$ cat config.mk
export PLATFORM = sky130hd
export DESIGN_NAME = midi_wire_encoder_volume_scaled_top_flat
export DESIGN_NICKNAME = d
export VERILOG_FILES = /design/src/rtl/mwe_pkg.sv /design/src/rtl/mwe_in_if.sv /design/src/rtl/mwe_out_if.sv /design/src/rtl/midi_wire_encoder_volume_scaled_top.sv /design/src/rtl/mwe_ram.sv /design/src/rtl/mwe_vol.sv /design/src/rtl/mwe_seq.sv /design/src/flat_wrapper.sv
export SDC_FILE = /design/constraint.sdc
export NUM_CORES = 1
export LEC_CHECK = 0
export ABC_CLOCK_PERIOD_IN_PS = 10700
export BUFFER_PORTS_ARGS = -buffer_cell sky130_fd_sc_hd__buf_2
export CAP_MARGIN = 0
export CELL_PAD_IN_SITES_DETAIL_PLACEMENT = 0
export CELL_PAD_IN_SITES_GLOBAL_PLACEMENT = 2
export CORE_MARGIN = 5
export CORE_UTILIZATION = 39
export CTS_CLUSTER_DIAMETER = 30
export DETAILED_ROUTE_END_ITERATION = 10
export GPL_TIMING_DRIVEN = 1
export PLACE_DENSITY_LB_ADDON = 0.1
export SETUP_SLACK_MARGIN = 0.15
export SYNTH_ARGS = -nofsm -noshare
export SYNTH_HDL_FRONTEND = slang
export SYNTH_HIERARCHICAL = 1
export SYNTH_SLANG_ARGS = --single-unit
$ cat constraint.sdc
create_clock -name i_clk -period 10.7 [get_ports i_clk]
set_input_delay 1.605 -clock i_clk [delete_from_list [all_inputs] [get_ports i_clk]]
set_output_delay 1.605 -clock i_clk [all_outputs]
set_load 0.02 [all_outputs]
$ cat src/rtl/mwe_pkg.sv
// shared types and constants of the midi wire encoder
package mwe_pkg;

    // input item function codes
    localparam logic [2:0] FN_CHAN       = 3'd0;
    localparam logic [2:0] FN_SX_STATUS  = 3'd1;
    localparam logic [2:0] FN_SX_BODY    = 3'd2;
    localparam logic [2:0] FN_NOTES_OFF  = 3'd3;
    localparam logic [2:0] FN_RESET_CTRL = 3'd4;
    localparam logic [2:0] FN_REAPPLY    = 3'd5;

    // channel message kinds with special handling
    localparam logic [2:0] KD_CONTROL    = 3'd3;
    localparam logic [2:0] KD_PROGRAM    = 3'd4;
    localparam logic [2:0] KD_CHAN_PRESS = 3'd5;
    localparam logic [2:0] KD_IGNORED    = 3'd7;

    // controller numbers and volume values
    localparam logic [6:0] CC_VOLUME     = 7'd7;
    localparam logic [6:0] CC_NOTES_OFF  = 7'd123;
    localparam logic [6:0] CC_RESET_CTRL = 7'd121;
    localparam logic [6:0] VOL_DEFAULT   = 7'd100;
    localparam logic [6:0] VOL_MAX       = 7'd127;

    localparam logic [3:0] ST_CONTROL    = 4'hB;
    localparam logic [7:0] SYSEX_EOX     = 8'hF7;
    localparam logic [3:0] MASTER_RESET  = 4'd15;

    // 65535 / 15, reciprocal for the divide by 15
    localparam logic [12:0] DIV15_RECIP  = 13'd4369;

    localparam int CH_W   = 4;
    localparam int VOL_W  = 7;
    localparam int PROD_W = 11;

    typedef struct packed {
        logic [2:0] func;
        logic [2:0] kind;
        logic [3:0] channel;
        logic [6:0] param_first;
        logic [6:0] param_second;
        logic [7:0] data_byte;
        logic       sysex_end;
        logic       clear_volumes;
    } t_item;

    typedef struct packed {
        logic             en;
        logic             direct;
        logic [CH_W-1:0]  ch;
        logic [VOL_W-1:0] value;
    } t_vol_req;

    typedef struct packed {
        logic             en;
        logic [CH_W-1:0]  ch;
        logic [VOL_W-1:0] value;
    } t_vol_wr;

    typedef struct packed {
        logic       valid;
        logic [7:0] wire_byte;
        logic       last;
    } t_beat;

endpackage

$ cat src/rtl/mwe_in_if.sv
// input item channel of the midi wire encoder
interface mwe_in_if;
    logic       valid;
    logic       ready;
    logic [2:0] func;
    logic [2:0] kind;
    logic [3:0] channel;
    logic [6:0] param_first;
    logic [6:0] param_second;
    logic [7:0] data_byte;
    logic       sysex_end;
    logic       clear_volumes;

    modport source (
        output valid, func, kind, channel, param_first, param_second,
               data_byte, sysex_end, clear_volumes,
        input  ready
    );
    modport sink (
        input  valid, func, kind, channel, param_first, param_second,
               data_byte, sysex_end, clear_volumes,
        output ready
    );
endinterface

$ cat src/rtl/mwe_out_if.sv
// wire byte channel of the midi wire encoder
interface mwe_out_if;
    logic       valid;
    logic       ready;
    logic [7:0] wire_byte;
    logic       last;

    modport source (output valid, wire_byte, last, input ready);
    modport sink (input valid, wire_byte, last, output ready);
endinterface

$ cat src/rtl/midi_wire_encoder_volume_scaled_top.sv
// top level of the midi wire encoder with master volume scaling
//
//  port    | dir | handshake      | payload
//  i_in    | in  | valid / ready  | func kind channel param_first param_second
//          |     |                | data_byte sysex_end clear_volumes
//  o_out   | out | valid / ready  | wire_byte last
//  apb     | in  | psel / penable | master_volume at byte address 0
//
// one wire byte per cycle unless the output stalls or a volume is awaited; a
// channel message is 1 to 3 bytes, a broadcast 3 per channel (48 for 16 channels).
// volume bytes come from a 3 stage path: ram read, multiply, divide by 15,
// which lines up with the status and controller bytes of the same group.
// reset clears the written flags of the volume store at once; no clearing pass.
// a stalled output register holds the sequencer; the next item is taken as
// soon as the last byte of the current one sits in the output register.
module midi_wire_encoder_volume_scaled_top #(
    parameter int CHANNELS = 16
) (
    input  logic        i_clk,
    input  logic        i_rst_n,
    mwe_in_if.sink      i_in,
    mwe_out_if.source   o_out,
    input  logic        psel,
    input  logic        penable,
    input  logic        pwrite,
    input  logic [1:0]  paddr,
    input  logic [31:0] pwdata,
    output logic [31:0] prdata,
    output logic        pready
);
    import mwe_pkg::*;

    localparam logic [1:0] ADDR_MASTER = 2'd0;

    logic [3:0]       r_master_vol;
    logic             cfg_wr;
    t_item            item;
    logic             accept;
    logic             seq_busy;
    logic             load_ok;
    t_beat            beat;
    t_vol_req         vol_req;
    t_vol_wr          vol_wr;
    logic             vol_clr;
    logic [VOL_W-1:0] vol_val;
    logic             vol_rdy;
    logic             vol_take;
    logic             r_out_valid;
    logic [7:0]       r_out_byte;
    logic             r_out_last;

    // configuration register
    assign pready = 1'b1;
    assign cfg_wr = psel && penable && pwrite && pready && (paddr == ADDR_MASTER);
    assign prdata = (paddr == ADDR_MASTER) ? {28'b0, r_master_vol} : '0;

    always_ff @(posedge i_clk) begin
        if (!i_rst_n) begin
            r_master_vol <= MASTER_RESET;
        end else if (cfg_wr) begin
            r_master_vol <= pwdata[3:0];
        end
    end

    // input item
    assign item.func          = i_in.func;
    assign item.kind          = i_in.kind;
    assign item.channel       = i_in.channel;
    assign item.param_first   = i_in.param_first;
    assign item.param_second  = i_in.param_second;
    assign item.data_byte     = i_in.data_byte;
    assign item.sysex_end     = i_in.sysex_end;
    assign item.clear_volumes = i_in.clear_volumes;
    assign i_in.ready         = !seq_busy;
    assign accept             = i_in.valid && !seq_busy;

    mwe_seq #(
        .CHANNELS (CHANNELS)
    ) u_seq (
        .i_clk     (i_clk),
        .i_rst_n   (i_rst_n),
        .i_item    (item),
        .i_accept  (accept),
        .o_busy    (seq_busy),
        .i_load_ok (load_ok),
        .o_beat    (beat),
        .o_req     (vol_req),
        .o_wr      (vol_wr),
        .o_clr     (vol_clr),
        .i_vol     (vol_val),
        .i_vol_rdy (vol_rdy),
        .o_take    (vol_take)
    );

    mwe_vol u_vol (
        .i_clk    (i_clk),
        .i_rst_n  (i_rst_n),
        .i_master (r_master_vol),
        .i_wr     (vol_wr),
        .i_clr    (vol_clr),
        .i_req    (vol_req),
        .i_take   (vol_take),
        .o_vol    (vol_val),
        .o_rdy    (vol_rdy)
    );

    // output register
    assign load_ok = !r_out_valid || o_out.ready;

    always_ff @(posedge i_clk) begin
        if (!i_rst_n) begin
            r_out_valid <= 1'b0;
        end else if (load_ok) begin
            r_out_valid <= beat.valid;
        end
    end

    always_ff @(posedge i_clk) begin
        if (load_ok && beat.valid) begin
            r_out_byte <= beat.wire_byte;
            r_out_last <= beat.last;
        end
    end

    assign o_out.valid     = r_out_valid;
    assign o_out.wire_byte = r_out_byte;
    assign o_out.last      = r_out_last;
endmodule

$ cat src/rtl/mwe_ram.sv
// generic single write port ram with registered read
module mwe_ram #(
    parameter int WIDTH = 8,
    parameter int DEPTH = 16
) (
    input  logic                     i_clk,
    input  logic                     i_we,
    input  logic [$clog2(DEPTH)-1:0] i_waddr,
    input  logic [WIDTH-1:0]         i_wdata,
    input  logic                     i_re,
    input  logic [$clog2(DEPTH)-1:0] i_raddr,
    output logic [WIDTH-1:0]         o_rdata
);
    logic [WIDTH-1:0] r_mem [DEPTH];
    logic [WIDTH-1:0] r_rdata;

    // write port
    always_ff @(posedge i_clk) begin
        if (i_we) begin
            r_mem[i_waddr] <= i_wdata;
        end
    end

    // registered read port
    always_ff @(posedge i_clk) begin
        if (i_re) begin
            r_rdata <= r_mem[i_raddr];
        end
    end

    assign o_rdata = r_rdata;
endmodule

$ cat src/rtl/mwe_vol.sv
// channel volume store and master volume scaler pipeline
module mwe_vol (
    input  logic                      i_clk,
    input  logic                      i_rst_n,
    input  logic [3:0]                i_master,
    input  mwe_pkg::t_vol_wr          i_wr,
    input  logic                      i_clr,
    input  mwe_pkg::t_vol_req         i_req,
    input  logic                      i_take,
    output logic [mwe_pkg::VOL_W-1:0] o_vol,
    output logic                      o_rdy
);
    import mwe_pkg::*;

    localparam int DEPTH = 1 << CH_W;

    logic [DEPTH-1:0]  r_vld;
    logic [VOL_W-1:0]  ram_rdata;
    logic              r_s1_vld;
    logic              r_s1_direct;
    logic              r_s1_unset;
    logic [VOL_W-1:0]  r_s1_dval;
    logic              r_s2_vld;
    logic [PROD_W-1:0] r_prod;
    logic              r_rdy;
    logic [VOL_W-1:0]  r_vol;
    logic [VOL_W-1:0]  s1_sv;
    logic [24:0]       s2_mul;
    logic [8:0]        s2_quo;
    logic [VOL_W-1:0]  s2_vol;

    mwe_ram #(
        .WIDTH (VOL_W),
        .DEPTH (DEPTH)
    ) u_ram (
        .i_clk   (i_clk),
        .i_we    (i_wr.en),
        .i_waddr (i_wr.ch),
        .i_wdata (i_wr.value),
        .i_re    (i_req.en && !i_req.direct),
        .i_raddr (i_req.ch),
        .o_rdata (ram_rdata)
    );

    // per channel written flags, cleared entries read as unset
    always_ff @(posedge i_clk) begin
        if (!i_rst_n) begin
            r_vld <= '0;
        end else if (i_clr) begin
            r_vld <= '0;
        end else if (i_wr.en) begin
            r_vld[i_wr.ch] <= 1'b1;
        end
    end

    // stage valid flags
    always_ff @(posedge i_clk) begin
        if (!i_rst_n) begin
            r_s1_vld <= 1'b0;
            r_s2_vld <= 1'b0;
            r_rdy    <= 1'b0;
        end else begin
            r_s1_vld <= i_req.en;
            r_s2_vld <= r_s1_vld;
            if (r_s2_vld) begin
                r_rdy <= 1'b1;
            end else if (i_take) begin
                r_rdy <= 1'b0;
            end
        end
    end

    // song volume select: direct value, default when unset, or stored
    assign s1_sv = r_s1_direct ? r_s1_dval : (r_s1_unset ? VOL_DEFAULT : ram_rdata);

    // divide by 15 via reciprocal, exact for the product range
    assign s2_mul = 25'({1'b0, r_prod} + 12'd1) * 25'(DIV15_RECIP);
    assign s2_quo = s2_mul[24:16];
    assign s2_vol = (s2_quo > 9'(VOL_MAX)) ? VOL_MAX : s2_quo[VOL_W-1:0];

    // pipeline payload
    always_ff @(posedge i_clk) begin
        if (i_req.en) begin
            r_s1_direct <= i_req.direct;
            r_s1_unset  <= !r_vld[i_req.ch];
            r_s1_dval   <= i_req.value;
        end
        if (r_s1_vld) begin
            r_prod <= {4'b0, s1_sv} * {7'b0, i_master};
        end
        if (r_s2_vld) begin
            r_vol <= s2_vol;
        end
    end

    assign o_vol = r_vol;
    assign o_rdy = r_rdy;
endmodule

$ cat src/rtl/mwe_seq.sv
// item decoder and wire byte sequencer
module mwe_seq #(
    parameter int CHANNELS = 16
) (
    input  logic                      i_clk,
    input  logic                      i_rst_n,
    input  mwe_pkg::t_item            i_item,
    input  logic                      i_accept,
    output logic                      o_busy,
    input  logic                      i_load_ok,
    output mwe_pkg::t_beat            o_beat,
    output mwe_pkg::t_vol_req         o_req,
    output mwe_pkg::t_vol_wr          o_wr,
    output logic                      o_clr,
    input  logic [mwe_pkg::VOL_W-1:0] i_vol,
    input  logic                      i_vol_rdy,
    output logic                      o_take
);
    import mwe_pkg::*;

    // sequencer modes
    localparam logic [1:0] M_MSG = 2'd0;
    localparam logic [1:0] M_CC  = 2'd1;
    localparam logic [1:0] M_VOL = 2'd2;

    localparam logic [CH_W-1:0] LAST_CH = CH_W'(CHANNELS - 1);

    logic            r_busy;
    logic [1:0]      r_step;
    logic [1:0]      r_mode;
    logic [1:0]      r_len;
    logic            r_bcast;
    logic [CH_W-1:0] r_ch;
    logic [7:0]      r_b0;
    logic [7:0]      r_b1;
    logic [7:0]      r_b2;

    logic            a_start;
    logic [1:0]      a_mode;
    logic [1:0]      a_len;
    logic            a_bcast;
    logic [CH_W-1:0] a_ch;
    logic [7:0]      a_b0;
    logic [7:0]      a_b1;
    logic [7:0]      a_b2;
    logic            a_vol;
    logic            a_rd;

    logic            grp_end;
    logic            last_grp;
    logic            vol_wait;
    logic            emit;
    logic [7:0]      out_byte;

    // decode of an incoming item
    always_comb begin
        a_start = 1'b0;
        a_mode  = M_MSG;
        a_len   = 2'd1;
        a_bcast = 1'b0;
        a_ch    = i_item.channel;
        a_b0    = i_item.data_byte;
        a_b1    = SYSEX_EOX;
        a_b2    = '0;
        a_vol   = 1'b0;
        a_rd    = 1'b0;
        case (i_item.func)
            FN_CHAN: begin
                if (i_item.kind != KD_IGNORED) begin
                    a_start = 1'b1;
                    if (i_item.kind == KD_CONTROL && i_item.param_first == CC_VOLUME) begin
                        a_mode = M_VOL;
                        a_b1   = {1'b0, CC_VOLUME};
                        a_len  = 2'd3;
                        a_vol  = 1'b1;
                    end else begin
                        a_b0 = {1'b1, i_item.kind, i_item.channel};
                        a_b1 = {1'b0, i_item.param_first};
                        a_b2 = {1'b0, i_item.param_second};
                        a_len = (i_item.kind == KD_PROGRAM || i_item.kind == KD_CHAN_PRESS)
                                ? 2'd2 : 2'd3;
                    end
                end
            end
            FN_SX_STATUS: begin
                a_start = 1'b1;
                a_len   = i_item.sysex_end ? 2'd2 : 2'd1;
            end
            FN_SX_BODY: begin
                a_start = 1'b1;
                a_len   = (i_item.sysex_end && i_item.data_byte != SYSEX_EOX) ? 2'd2 : 2'd1;
            end
            FN_NOTES_OFF: begin
                a_start = 1'b1;
                a_mode  = M_CC;
                a_b1    = {1'b0, CC_NOTES_OFF};
                a_len   = 2'd3;
                a_bcast = 1'b1;
                a_ch    = '0;
            end
            FN_RESET_CTRL: begin
                a_start = 1'b1;
                a_mode  = M_CC;
                a_b1    = {1'b0, CC_RESET_CTRL};
                a_len   = 2'd3;
                a_bcast = 1'b1;
                a_ch    = '0;
            end
            FN_REAPPLY: begin
                a_start = 1'b1;
                a_mode  = M_VOL;
                a_b1    = {1'b0, CC_VOLUME};
                a_len   = 2'd3;
                a_bcast = 1'b1;
                a_ch    = '0;
                a_rd    = 1'b1;
            end
            default: begin
            end
        endcase
    end

    // group and emit control
    assign grp_end  = (r_step == r_len - 2'd1);
    assign last_grp = !r_bcast || (r_ch == LAST_CH);
    assign vol_wait = (r_mode == M_VOL) && (r_step == 2'd2) && !i_vol_rdy;
    assign emit     = r_busy && i_load_ok && !vol_wait;

    // byte select by position in the group
    always_comb begin
        case (r_step)
            2'd0:    out_byte = (r_mode == M_MSG) ? r_b0 : {ST_CONTROL, r_ch};
            2'd1:    out_byte = r_b1;
            2'd2:    out_byte = (r_mode == M_VOL) ? {1'b0, i_vol} : r_b2;
            default: out_byte = r_b2;
        endcase
    end

    assign o_beat.valid     = emit;
    assign o_beat.wire_byte = out_byte;
    assign o_beat.last      = grp_end && last_grp;
    assign o_take           = emit && (r_mode == M_VOL) && (r_step == 2'd2);

    // volume requests: on accept of a volume item, and at each volume broadcast group boundary
    assign o_req.en     = (i_accept && (a_vol || a_rd))
                          || (emit && grp_end && !last_grp && r_mode == M_VOL);
    assign o_req.direct = i_accept && a_vol;
    assign o_req.ch     = i_accept ? a_ch : r_ch + CH_W'(1);
    assign o_req.value  = i_item.param_second;

    // store write and clear
    assign o_wr.en    = i_accept && a_vol;
    assign o_wr.ch    = i_item.channel;
    assign o_wr.value = i_item.param_second;
    assign o_clr      = i_accept && (i_item.func == FN_RESET_CTRL) && i_item.clear_volumes;

    // control state
    always_ff @(posedge i_clk) begin
        if (!i_rst_n) begin
            r_busy <= 1'b0;
            r_step <= 2'd0;
        end else if (i_accept && a_start) begin
            r_busy <= 1'b1;
            r_step <= 2'd0;
        end else if (emit) begin
            if (grp_end) begin
                r_step <= 2'd0;
                if (last_grp) begin
                    r_busy <= 1'b0;
                end
            end else begin
                r_step <= r_step + 2'd1;
            end
        end
    end

    // item payload and broadcast channel counter
    always_ff @(posedge i_clk) begin
        if (i_accept) begin
            r_mode  <= a_mode;
            r_len   <= a_len;
            r_bcast <= a_bcast;
            r_ch    <= a_ch;
            r_b0    <= a_b0;
            r_b1    <= a_b1;
            r_b2    <= a_b2;
        end else if (emit && grp_end && !last_grp) begin
            r_ch <= r_ch + CH_W'(1);
        end
    end

    assign o_busy = r_busy;
endmodule

$ cat src/flat_wrapper.sv
// flat-port wrapper written by rule: the top's interface ports become plain ports
module midi_wire_encoder_volume_scaled_top_flat import mwe_pkg::*;
#(
    parameter int CHANNELS = 16
)
  (i_clk, i_rst_n, psel, penable, pwrite, paddr, pwdata, prdata, pready, i_in_valid, i_in_func, i_in_kind, i_in_channel, i_in_param_first, i_in_param_second, i_in_data_byte, i_in_sysex_end, i_in_clear_volumes, i_in_ready, o_out_valid, o_out_wire_byte, o_out_last, o_out_ready);
  mwe_in_if i_in_i ();
  mwe_out_if o_out_i ();
  input  logic i_clk;
  input  logic i_rst_n;
  input  logic psel;
  input  logic penable;
  input  logic pwrite;
  input  logic [1:0] paddr;
  input  logic [31:0] pwdata;
  output logic [31:0] prdata;
  output logic pready;
  input wire logic [$bits(i_in_i.valid)-1:0] i_in_valid;
  input wire logic [$bits(i_in_i.func)-1:0] i_in_func;
  input wire logic [$bits(i_in_i.kind)-1:0] i_in_kind;
  input wire logic [$bits(i_in_i.channel)-1:0] i_in_channel;
  input wire logic [$bits(i_in_i.param_first)-1:0] i_in_param_first;
  input wire logic [$bits(i_in_i.param_second)-1:0] i_in_param_second;
  input wire logic [$bits(i_in_i.data_byte)-1:0] i_in_data_byte;
  input wire logic [$bits(i_in_i.sysex_end)-1:0] i_in_sysex_end;
  input wire logic [$bits(i_in_i.clear_volumes)-1:0] i_in_clear_volumes;
  output wire logic [$bits(i_in_i.ready)-1:0] i_in_ready;
  output wire logic [$bits(o_out_i.valid)-1:0] o_out_valid;
  output wire logic [$bits(o_out_i.wire_byte)-1:0] o_out_wire_byte;
  output wire logic [$bits(o_out_i.last)-1:0] o_out_last;
  input wire logic [$bits(o_out_i.ready)-1:0] o_out_ready;
  assign i_in_i.valid = i_in_valid;
  assign i_in_i.func = i_in_func;
  assign i_in_i.kind = i_in_kind;
  assign i_in_i.channel = i_in_channel;
  assign i_in_i.param_first = i_in_param_first;
  assign i_in_i.param_second = i_in_param_second;
  assign i_in_i.data_byte = i_in_data_byte;
  assign i_in_i.sysex_end = i_in_sysex_end;
  assign i_in_i.clear_volumes = i_in_clear_volumes;
  assign i_in_ready = i_in_i.ready;
  assign o_out_valid = o_out_i.valid;
  assign o_out_wire_byte = o_out_i.wire_byte;
  assign o_out_last = o_out_i.last;
  assign o_out_i.ready = o_out_ready;
  midi_wire_encoder_volume_scaled_top #(.CHANNELS(CHANNELS)) u_core (.i_clk(i_clk), .i_rst_n(i_rst_n), .i_in(i_in_i), .o_out(o_out_i), .psel(psel), .penable(penable), .pwrite(pwrite), .paddr(paddr), .pwdata(pwdata), .prdata(prdata), .pready(pready));
endmodule
==> results of run 1 <==
report_power, final:
| part | internal, mW | switching [mW] | total, mW |
|---|---|---|---|
| registers | 0.941 | 0.0106 | 0.952 |
| logic | 0.129 | 0.188 | 0.317 |
| clock network | 1.09 | 0.451 | 1.54 |
| total | 2.16 | 0.650 | 2.81 |
registers in the layout, summed over array words and instances (netlist names), 2 cells and up:
| signal | count |
|---|---|
| u_core/u_vol/r_vld | 16 |
| u_core/u_seq/r_len | 2 |
| u_core/u_vol/r_prod | 11 |
| u_core/o_out.wire_byte | 8 |
| u_core/u_vol/u_ram/o_rdata | 7 |
| u_core/u_vol/r_s1_dval | 7 |
| u_core/u_seq/r_b1 | 8 |
| u_core/u_vol/u_ram/r_mem | 112 |
| u_core/u_seq/r_step | 2 |
| u_core/u_seq/r_mode | 2 |
| u_core/u_seq/r_b2 | 7 |
| u_core/r_master_vol | 4 |
| u_core/u_seq/r_ch | 4 |
| u_core/u_vol/o_vol | 7 |
| u_core/u_seq/r_b0 | 8 |
cell usage after synthesis (all sizes together), types with 3 or more instances:
cell    instances
a21boi          4
a21o           10
a21oi          32
a222oi          5
a22oi          17
a31oi           6
and2           25
and3            7
and3b           3
buf            56
clkbuf         13
conb            4
dfxtp          27
edfxtp        187
fa             17
ha             58
inv            46
mux2           10
mux4           33
nand2          57
nand2b         16
nand3          15
nand3b          4
nand4           5
nor2           60
nor2b          25
nor3           11
nor3b           5
o21ai          23
o22ai           9
o31a            3
o31ai           3
or3             4
xnor2          14
xor2            8
worst max-delay path: stages, from the launching register on:
cell and delay (ps):
edfxtp_1 470, ha_1 260, inv_1 50, nor2_1 160, and2_1 160, xor2_1 330
inv_1 120, fa_1 540, inv_1 60, fa_1 390, ha_1 190, ha_1 310
and2_1 200, a21o_1 180, a311oi_2 310, o21ai_1 150, or3_1 360, a21bo_1 200
logic make-up (layout without fill, tap and decap cells):
family | Yosys count | in the layout | synth area share (%)
simple gates | 247 | 247 | 11.7
flops | 214 | 214 | 54.4
compound gates | 136 | 136 | 8.40
buf+inv | 115 | 204 | 5.88
fa+ha+maj | 75 | 75 | 9.42
mux | 45 | 45 | 8.30
xor+xnor | 22 | 22 | 1.77
other cells | 4 | 32 | 0.133
routing by layer:
metal  track usage (%)  vias to the layer above  share of wire, %
met5                 0                        -                 0
met3              2.97                       38               4.6
met4              4.81                        0               1.7
met2              25.4                      156                49
met1              20.2                     3345                45
li1                  -                     3308                 -
cell type report:
class / count / area, um2
Tap cell: 384 / 480
Antenna cell: 1 / 2.50
Timing Repair Buffer: 64 / 328
Clock inverter: 34 / 399
Multi-Input combinational cell: 556 / 4630
Fill cell: 2555 / 15200
Clock buffer: 60 / 1360
Sequential cell: 214 / 6160
Inverter: 46 / 173
worst paths after layout:
path / from / to
hold / removal: u_core/u_vol/r_vld[10] / u_core/u_vol/r_vld[10]
setup / recovery: u_core/u_vol/r_prod[0] / u_core/u_vol/o_vol[5]
hold reg to reg: u_core/u_vol/r_vld[10] / u_core/u_vol/r_vld[10]
setup reg to reg: u_core/u_vol/r_prod[0] / u_core/u_vol/o_vol[5]
==> metrics.txt, run 1 <==
first-pass GRT wire length 39500 um; Starting Density 39.4%; # Post-CTS Setup Buffers 0; core area 0.0287 mm2; FFs w/ async S/R, synth 0%; Resize count post-CTS 0; root buffer cell clkbuf_16; Worst Hold Class reg2reg; WL/cell 18.5 um; Final Skew 18.8 ps; Post-synth EDFFs 187; Max VDD drop 0.193 mV; share of cells above drive strength 1 20.5%; Cell Area, Synth 0.0113 mm2; die height 180 um; worst slack, placed 5960 ps; yosys warns 6; max-cap check violation count 0; Cells after DPL 1264; Synth area leader edfxtp_1; Max Buffers Root-to-Sink 3; setup ws final 6000 ps; syn_area_per_cell 13.2 um2; via/cell ratio 5.04; Power Total 2.81 mW; top_reg_cell synth edfxtp_1; Slew Viols, Final 0; leading post-synthesis cells by cell area edfxtp_1, ha_1, dfxtp_1; LEAKAGE 5.16 nW; commonest non-fill, non-tap cells in the layout edfxtp_1, buf_2, nor2_1; clock buffer count from CTS 50; # clock sinks 214; Hold Buf Count CTS 0; Worst slew margin 20.3%; CTS tree done; gpl congestion 0.836; drt pass-1 iters 7; CP arrival 4990 ps; final worst path period need 4700 ps; Finished Cell Area 0.0135 mm2; R2R setup slack 6000 ps; Placed Instance Area 0.0118 mm2; Worst setup EP type flip-flop; H-tree depth 2; vias 6847; final setup TNS 0 ps; vias in the first global route 7168; critical path class reg2reg; row count 62; # IOs 119; I/O Buffers 61; final period utilization 43.9%; largest net degree at the start of global routing 42; cells on worst reg2reg path 17; synth unique cells 80; initial antenna violation count 1; CP max FO 6; PwrDens 208 mW/mm2; Clock Pin Slew Worst Setup and Hold Paths 40 ps; crit start category flip-flop; Initial DRC Count 360; final setup fails 0; post-DP HPWL 18000 um; fin cells 1359; Slew @ Worst Pin 1190 ps; RSZ-0062 raised after global routing false; final WL 25100 um; Routed Antenna Nets 0; commonest non-fill, non-tap cell in the layout edfxtp_1; endpoints failing hold 0; fmax 0.213 GHz; Die W 180 um; gr ovfl total 0; hold_ws 462 ps; Hold Crit Depth 2; Yosys top cell area share 49.6%; cells after synthesis 858; GRT Total Usage 15.2%; Die ar. 0.0325 mm2; fin nets 1082; #FFs+latches synth 214; DRC 0; Worst-Skew Late Latency 530 ps; P&R area growth vs syn 19.5%; Seq/Total Area, Yosys 54.4%; critical path required time 10990 ps; Layout Utilization 47.1%; status finished, final reports clean
(Power assumes the default switching activity.)
==> run 2, diff against run 1 <==
--- a/config.mk
+++ b/config.mk
@@ -5,7 +5,7 @@
 export SDC_FILE = /design/constraint.sdc
 export NUM_CORES = 1
 export LEC_CHECK = 0
-export ABC_CLOCK_PERIOD_IN_PS = 10700
+export ABC_CLOCK_PERIOD_IN_PS = 4650
 export BUFFER_PORTS_ARGS = -buffer_cell sky130_fd_sc_hd__buf_2
 export CAP_MARGIN = 0
 export CELL_PAD_IN_SITES_DETAIL_PLACEMENT = 0
==> constraint.sdc (replaced) <==
create_clock -name i_clk -period 4.65 [get_ports i_clk]
set_input_delay 0.6975 -clock i_clk [delete_from_list [all_inputs] [get_ports i_clk]]
set_output_delay 0.6975 -clock i_clk [all_outputs]
set_load 0.02 [all_outputs]
==> metrics.txt, run 2 (synthesis gave the netlist of run 1 again) <==
CP max stage delay 540 ps (about the same); Clock Pin Slew Worst Setup and Hold Paths 50 ps (about the same); fin nets 1086 (+0.37%); Slew @ Worst Pin 810 ps (-377 ps); cells on worst reg2reg path 17 (unchanged); Max VDD drop 0.402 mV (+110%); R2R setup slack 350 ps (-5650 ps); die height 180 um (unchanged); crit-path most repeated cell inv_1; Initial DRC Count 427 (+19%); setup ws final 352 ps (-5650 ps); Hold Buf Count CTS 0 (unchanged); drt pass-1 iters 5 (-2); Starting Density 39.4% (unchanged); endpoints failing hold 0 (unchanged); CP arrival 4560 ps (-430 ps); post-DP HPWL 18200 um (+1.4%); family with the most delay on the worst path adder cells; CP max FO 3 (-3); Placed Instance Area 0.0118 mm2 (+0.45%); PwrDens 451 mW/mm2 (+120%); max reg flops 112 (unchanged); multi-input logic area 0.00469 mm2 (+1.5%); initial antenna violation count 2 (+1); first-pass GRT wire length 39700 um (+0.52%); final setup fails 0 (unchanged); row count 62 (unchanged); via/cell ratio 5.08 (+0.89%); Hold EP u_core/u_seq/r_b1[0]; worst r2r src u_core/u_vol/r_prod[1]; I/O Buffers 61 (unchanged); sw frac 25.0% (+1.9 points); FF+latch area 0.00616 mm2 (unchanged); largest net degree at the start of global routing 30 (-29%); critical path class reg2reg; Max Buffers Root-to-Sink 3 (unchanged); P&R area growth vs syn 19.0%; final worst path period need 4300 ps (-403 ps); Routed Antenna Nets 0 (unchanged); fin cells 1360 (+0.074%); Final Skew 28.7 ps (+9.85 ps); root buffer cell clkbuf_16; gpl congestion 0.836 (unchanged); LEAKAGE 5.11 nW (-0.91%); commonest non-fill, non-tap cells in the layout edfxtp_1, buf_2, nand2_1, nor2_1, ha_1; critical path required time 4910 ps (-6080 ps); share of cells above drive strength 1 21.3% (+0.72 points); Biggest register u_core/u_vol/u_ram/r_mem; vias 6913 (+0.96%); fmax 0.233 GHz (+9.4%); top flop regs u_core/u_vol/u_ram/r_mem (112), u_core/u_vol/r_vld (16), u_core/u_vol/r_prod (11); Sw Pwr 1.52 mW (+130%); logic gate share of total power 12.1% (+0.8 points); Filler cells 2556 (+0.039%); crit start category flip-flop; Worst slew margin 45.8% (+26 points); Pint 4.55 mW (+110%); WL/cell 18.5 um (+0.35%); CTS tree done; FF-to-FF End u_core/u_vol/o_vol[5]; # clock sinks 214 (unchanged); CP max stage cell fa_1; # IOs 119 (unchanged); Hold Path Origin i_in_param_first[0]; GRT Total Usage 15.3% (+0.075 points); core area 0.0287 mm2 (unchanged); final WL 25200 um (+0.42%); cell breakdown of the critical path ha_4, inv_1, nor2_2, and2_4, xor2_4, inv_1, fa_1, inv_1, fa_1, ha_1, ha_1, and2_1, a21o_1, a311oi_2, o21ai_2, or3_1, a21bo_1; share of power burned in registers 36.0% (+2.1 points); Worst Hold Class in2reg; worst slack, placed 193 ps (-5760 ps); Power Total 6.07 mW (+120%); commonest non-fill, non-tap cell in the layout edfxtp_1; Worst-Skew Late Latency 540 ps (about the same); Die W 180 um (unchanged); final period utilization 92.4% (+48 points); Clk pwr share 51.8% (-3.0 points); vias in the first global route 7164 (-0.056%); gr ovfl total 0 (unchanged); Finished Cell Area 0.0135 mm2 (-0.43%); Hold Crit Depth 2 (unchanged); H-tree depth 2 (unchanged); status finished, final reports clean; Worst setup EP type flip-flop; Die ar. 0.0325 mm2 (unchanged); max-cap check violation count 0 (unchanged); RSZ-0062 raised after global routing false; DRC 0 (unchanged); clock buffer count from CTS 47 (-6.0%); Slew Viols, Final 0 (unchanged); Cells after DPL 1271 (+0.55%); final setup TNS 0 ps (unchanged); WP buf/inv 3 (unchanged)
[run 2: cell types whose count changed in the layout (fill, tap and decap cells not counted), moves of 3 or more]
cell	before	now
bufinv_16	8	2
clkinv_1	6	2
buf_4	3	10
clkinv_2	11	5
clkbuf_8	7	4
clkbuf_1	3	9
clkinv_4	1	5
[run 2: layout make-up]
type / instances / area share [%]
Timing Repair Buffer: 71 / 2.82
Clock inverter: 26 / 2.13
Clock buffer: 61 / 9.58
Tap cell: 384 / 3.57
Inverter: 46 / 1.28
Sequential cell: 214 / 45.7
Antenna cell: 2 / 0.0372
Multi-Input combinational cell: 556 / 34.9
[run 2: what timing repair did]
item                                    CTS  global route
buffers inserted                          0             0
endpoints found under the setup margin    0             7
gates resized for setup                   0            11
hold endpoints to repair                  0             0
[run 2: per-layer routing]
metal  wire [um]  GRT usage (%)  vias to the layer above
met1       11400           20.8                     3408
met5           0              0                        -
met3        1080           2.50                       42
met4         556           4.90                        0
met2       12200           25.2                      150
li1            -              -                     3313
[run 2: worst max-delay path by stage]
stage / startpoint / end / cells past startpoint
after floorplan: i_in_valid / u_core/u_vol/u_ram/o_rdata[1] / 9
after global placement: u_core/u_vol/r_prod[1] / u_core/u_vol/o_vol[2] / 17
final: u_core/u_vol/r_prod[1] / u_core/u_vol/o_vol[5] / 17
after CTS: u_core/u_vol/r_prod[1] / u_core/u_vol/o_vol[5] / 17
after detailed placement: u_core/u_vol/r_prod[1] / u_core/u_vol/o_vol[2] / 17
after global routing: u_core/u_vol/r_prod[1] / u_core/u_vol/o_vol[5] / 17
[run 2: power by group through the flow]
| stage | Sequential (mW) | Clock [mW] | Combinational, mW |
|---|---|---|---|
| after floorplan | 2.22 | 0 | 0.566 |
| after global routing | 2.19 | 3.32 | 0.820 |
| final | 2.19 | 3.15 | 0.737 |
| after global placement | 2.22 | 0 | 0.731 |
| after detailed placement | 2.22 | 0 | 0.737 |
| after CTS | 2.19 | 3.21 | 0.742 |
[run 2: metrics by stage]
stage / utilization, % / hold WS, ps
2_1_floorplan: - / 431
3_3_place_gp: 41.2 / 441
3_5_place_dp: 41.2 / 458
4_1_cts: 46.7 / 422
5_1_grt: 46.9 / 427
6_report: 46.9 / 439
==> run 3, diff against run 2 <==
--- a/config.mk
+++ b/config.mk
@@ -6,7 +6,7 @@
 export NUM_CORES = 1
 export LEC_CHECK = 0
 export ABC_CLOCK_PERIOD_IN_PS = 4650
-export BUFFER_PORTS_ARGS = -buffer_cell sky130_fd_sc_hd__buf_2
+export BUFFER_PORTS_ARGS = -buffer_cell sky130_fd_sc_hd__clkbuf_2
 export CAP_MARGIN = 0
 export CELL_PAD_IN_SITES_DETAIL_PLACEMENT = 0
 export CELL_PAD_IN_SITES_GLOBAL_PLACEMENT = 2
==> metrics.txt, run 3 (synthesis gave the netlist of run 1 again) <==
status finished, final reports clean; Pint 4.87 mW (+6.9%); largest net degree at the start of global routing 29 (-3.3%); vias in the first global route 7168 (+0.056%); fin cells 1365 (+0.37%); CP max stage delay 440 ps (-100 ps); Die W 180 um (unchanged); critical path required time 4920 ps (about the same); Die ar. 0.0325 mm2 (unchanged); Initial DRC Count 387 (-9.4%); LEAKAGE 5.19 nW (+1.6%); gpl congestion 0.837 (+0.13%); fmax 0.233 GHz (+0.33%); CP max FO 5 (+2); CP arrival 4550 ps (about the same); commonest non-fill, non-tap cells in the layout edfxtp_1, clkbuf_2, nand2_1, nor2_1, ha_1; Worst slew margin 45.7% (about the same); Routed Antenna Nets 0 (unchanged); Clock Pin Slew Worst Setup and Hold Paths 40 ps (about the same); Sw Pwr 1.53 mW (+0.67%); critical path class reg2reg; Biggest register u_core/u_vol/u_ram/r_mem; Worst setup EP type flip-flop; busiest grt layer met2; # IOs 119 (unchanged); crit start category flip-flop; P&R area growth vs syn 20.0%; final WL 25400 um (+0.54%); top flop regs u_core/u_vol/u_ram/r_mem (112), u_core/u_vol/r_vld (16), u_core/u_vol/r_prod (11); CTS tree done; met1 Usage GRT 20.7% (-0.12 points); cell breakdown of the critical path buf_4, nand2_1, nor2_2, and3_1, xor2_1, nor2b_1, fa_1, inv_1, fa_1, ha_1, a21o_1, a21o_1, a311oi_2, o21ai_2, or3_1, a21bo_1; final period utilization 92.1% (-0.30 points); routing usage on met3 2.58% (+0.081 points); WP buf/inv 2 (-1); Max Buffers Root-to-Sink 3 (unchanged); share of cells above drive strength 1 21.7% (+0.40 points); CP max stage cell fa_1; first-pass GRT wire length 39900 um (+0.56%); Final Skew 27.7 ps (-0.993 ps); Slew Viols, Final 0 (unchanged); post-DP HPWL 18400 um (+1.3%); Clk pwr share 54.2% (+2.4 points); Stages on worst setup path 16 (-1); Worst-Skew Late Latency 540 ps (about the same); cells on worst reg2reg path 16 (-1); Filler cells 2527 (-1.1%); PwrDens 471 mW/mm2 (+4.5%); clock buffer count from CTS 49 (+4.3%); root buffer cell clkbuf_16; I/O Buffers 61 (unchanged); DRC 0 (unchanged); Hold Crit Depth 2 (unchanged); initial antenna violation count 2 (unchanged); Slew @ Worst Pin 814 ps (+3.47 ps); share of power burned in registers 34.2% (-1.8 points); # clock sinks 214 (unchanged); H-tree depth 2 (unchanged); final worst path period need 4280 ps (-13.9 ps); via/cell ratio 5.10 (+0.41%); endpoints failing hold 0 (unchanged); # Post-CTS Setup Buffers 0 (unchanged); vias 6967 (+0.78%); final setup fails 0 (unchanged); die height 180 um (unchanged); Max VDD drop 0.335 mV (-17%); GRT Total Usage 15.4% (+0.057 points); Starting Density 39.4% (unchanged); max reg flops 112 (unchanged); sw frac 23.9% (-1.1 points); Worst Hold Class in2reg; fin nets 1089 (+0.28%); max-cap check violation count 0 (unchanged); final setup TNS 0 ps (unchanged); Cells after DPL 1272 (+0.079%); logic gate share of total power 11.6% (-0.5 points); commonest non-fill, non-tap cell in the layout edfxtp_1; row count 62 (unchanged); RSZ-0062 raised after global routing false; core area 0.0287 mm2 (unchanged); gr ovfl total 0 (unchanged); WL/cell 18.6 um (+0.17%); family with the most delay on the worst path adder cells; drt pass-1 iters 6 (+1); grt met2 use 25.7% (+0.50 points)
-- run 3: repair_timing --
item	4_1_cts	5_1_grt
gates resized for setup	0	9
endpoints found under the setup margin	0	6
hold buffers	0	0
-- run 3: routing by layer --
metal	vias to the layer above	share of wire, %
li1	3327	-
met1	3453	45
met2	150	49
met3	37	4.1
met4	0	1.7
met5	-	0
-- run 3: path summary, 6_finish.rpt --
| check | startpoint | endpoint | slack [ps] |
|---|---|---|---|
| max | u_core/u_vol/r_prod[0] | u_core/u_vol/o_vol[5] | 370 |
| min | i_in_param_first[0] | u_core/u_seq/r_b1[0] | 460 |
| max reg2reg | u_core/u_vol/r_prod[0] | u_core/u_vol/o_vol[5] | 370 |
| min reg2reg | u_core/u_vol/r_vld[13] | u_core/u_vol/r_vld[13] | 460 |
-- run 3: power by group through the flow --
stage                     sequential [mW]  clock [mW]  combinational (mW)
after global placement               2.22           0               0.734
after global routing                 2.19        3.64               0.823
after CTS                            2.19        3.54               0.748
after detailed placement             2.22           0               0.743
after floorplan                      2.22           0               0.566
final                                2.19        3.47               0.742
-- run 3: metrics by stage --
| step | util (%) | setup WS [ps] | area (um2) | hold slack [ps] | power, mW |
|---|---|---|---|---|---|
| after floorplan | - | 259 | 11400 | 431 | 2.79 |
| after global placement | 41.2 | 251 | 11800 | 442 | 2.96 |
| after detailed placement | 41.2 | 210 | 11800 | 457 | 2.97 |
| after CTS | 47.1 | 210 | 13500 | 442 | 6.48 |
| after global routing | 47.3 | 122 | 13600 | 459 | 6.66 |
| final | 47.3 | 366 | 13600 | 457 | 6.40 |
-- run 3: layout make-up --
type | count | area (um2) | share of cell area [%]
multi-input combinational | 556 | 4680 | 34.4
clock inverter | 34 | 437 | 3.22
sequential | 214 | 6160 | 45.3
tap | 384 | 480 | 3.54
antenna | 2 | 5.00 | 0.0369
clock buffer | 57 | 1270 | 9.32
timing repair buffer | 72 | 388 | 2.86
inverter | 46 | 173 | 1.27
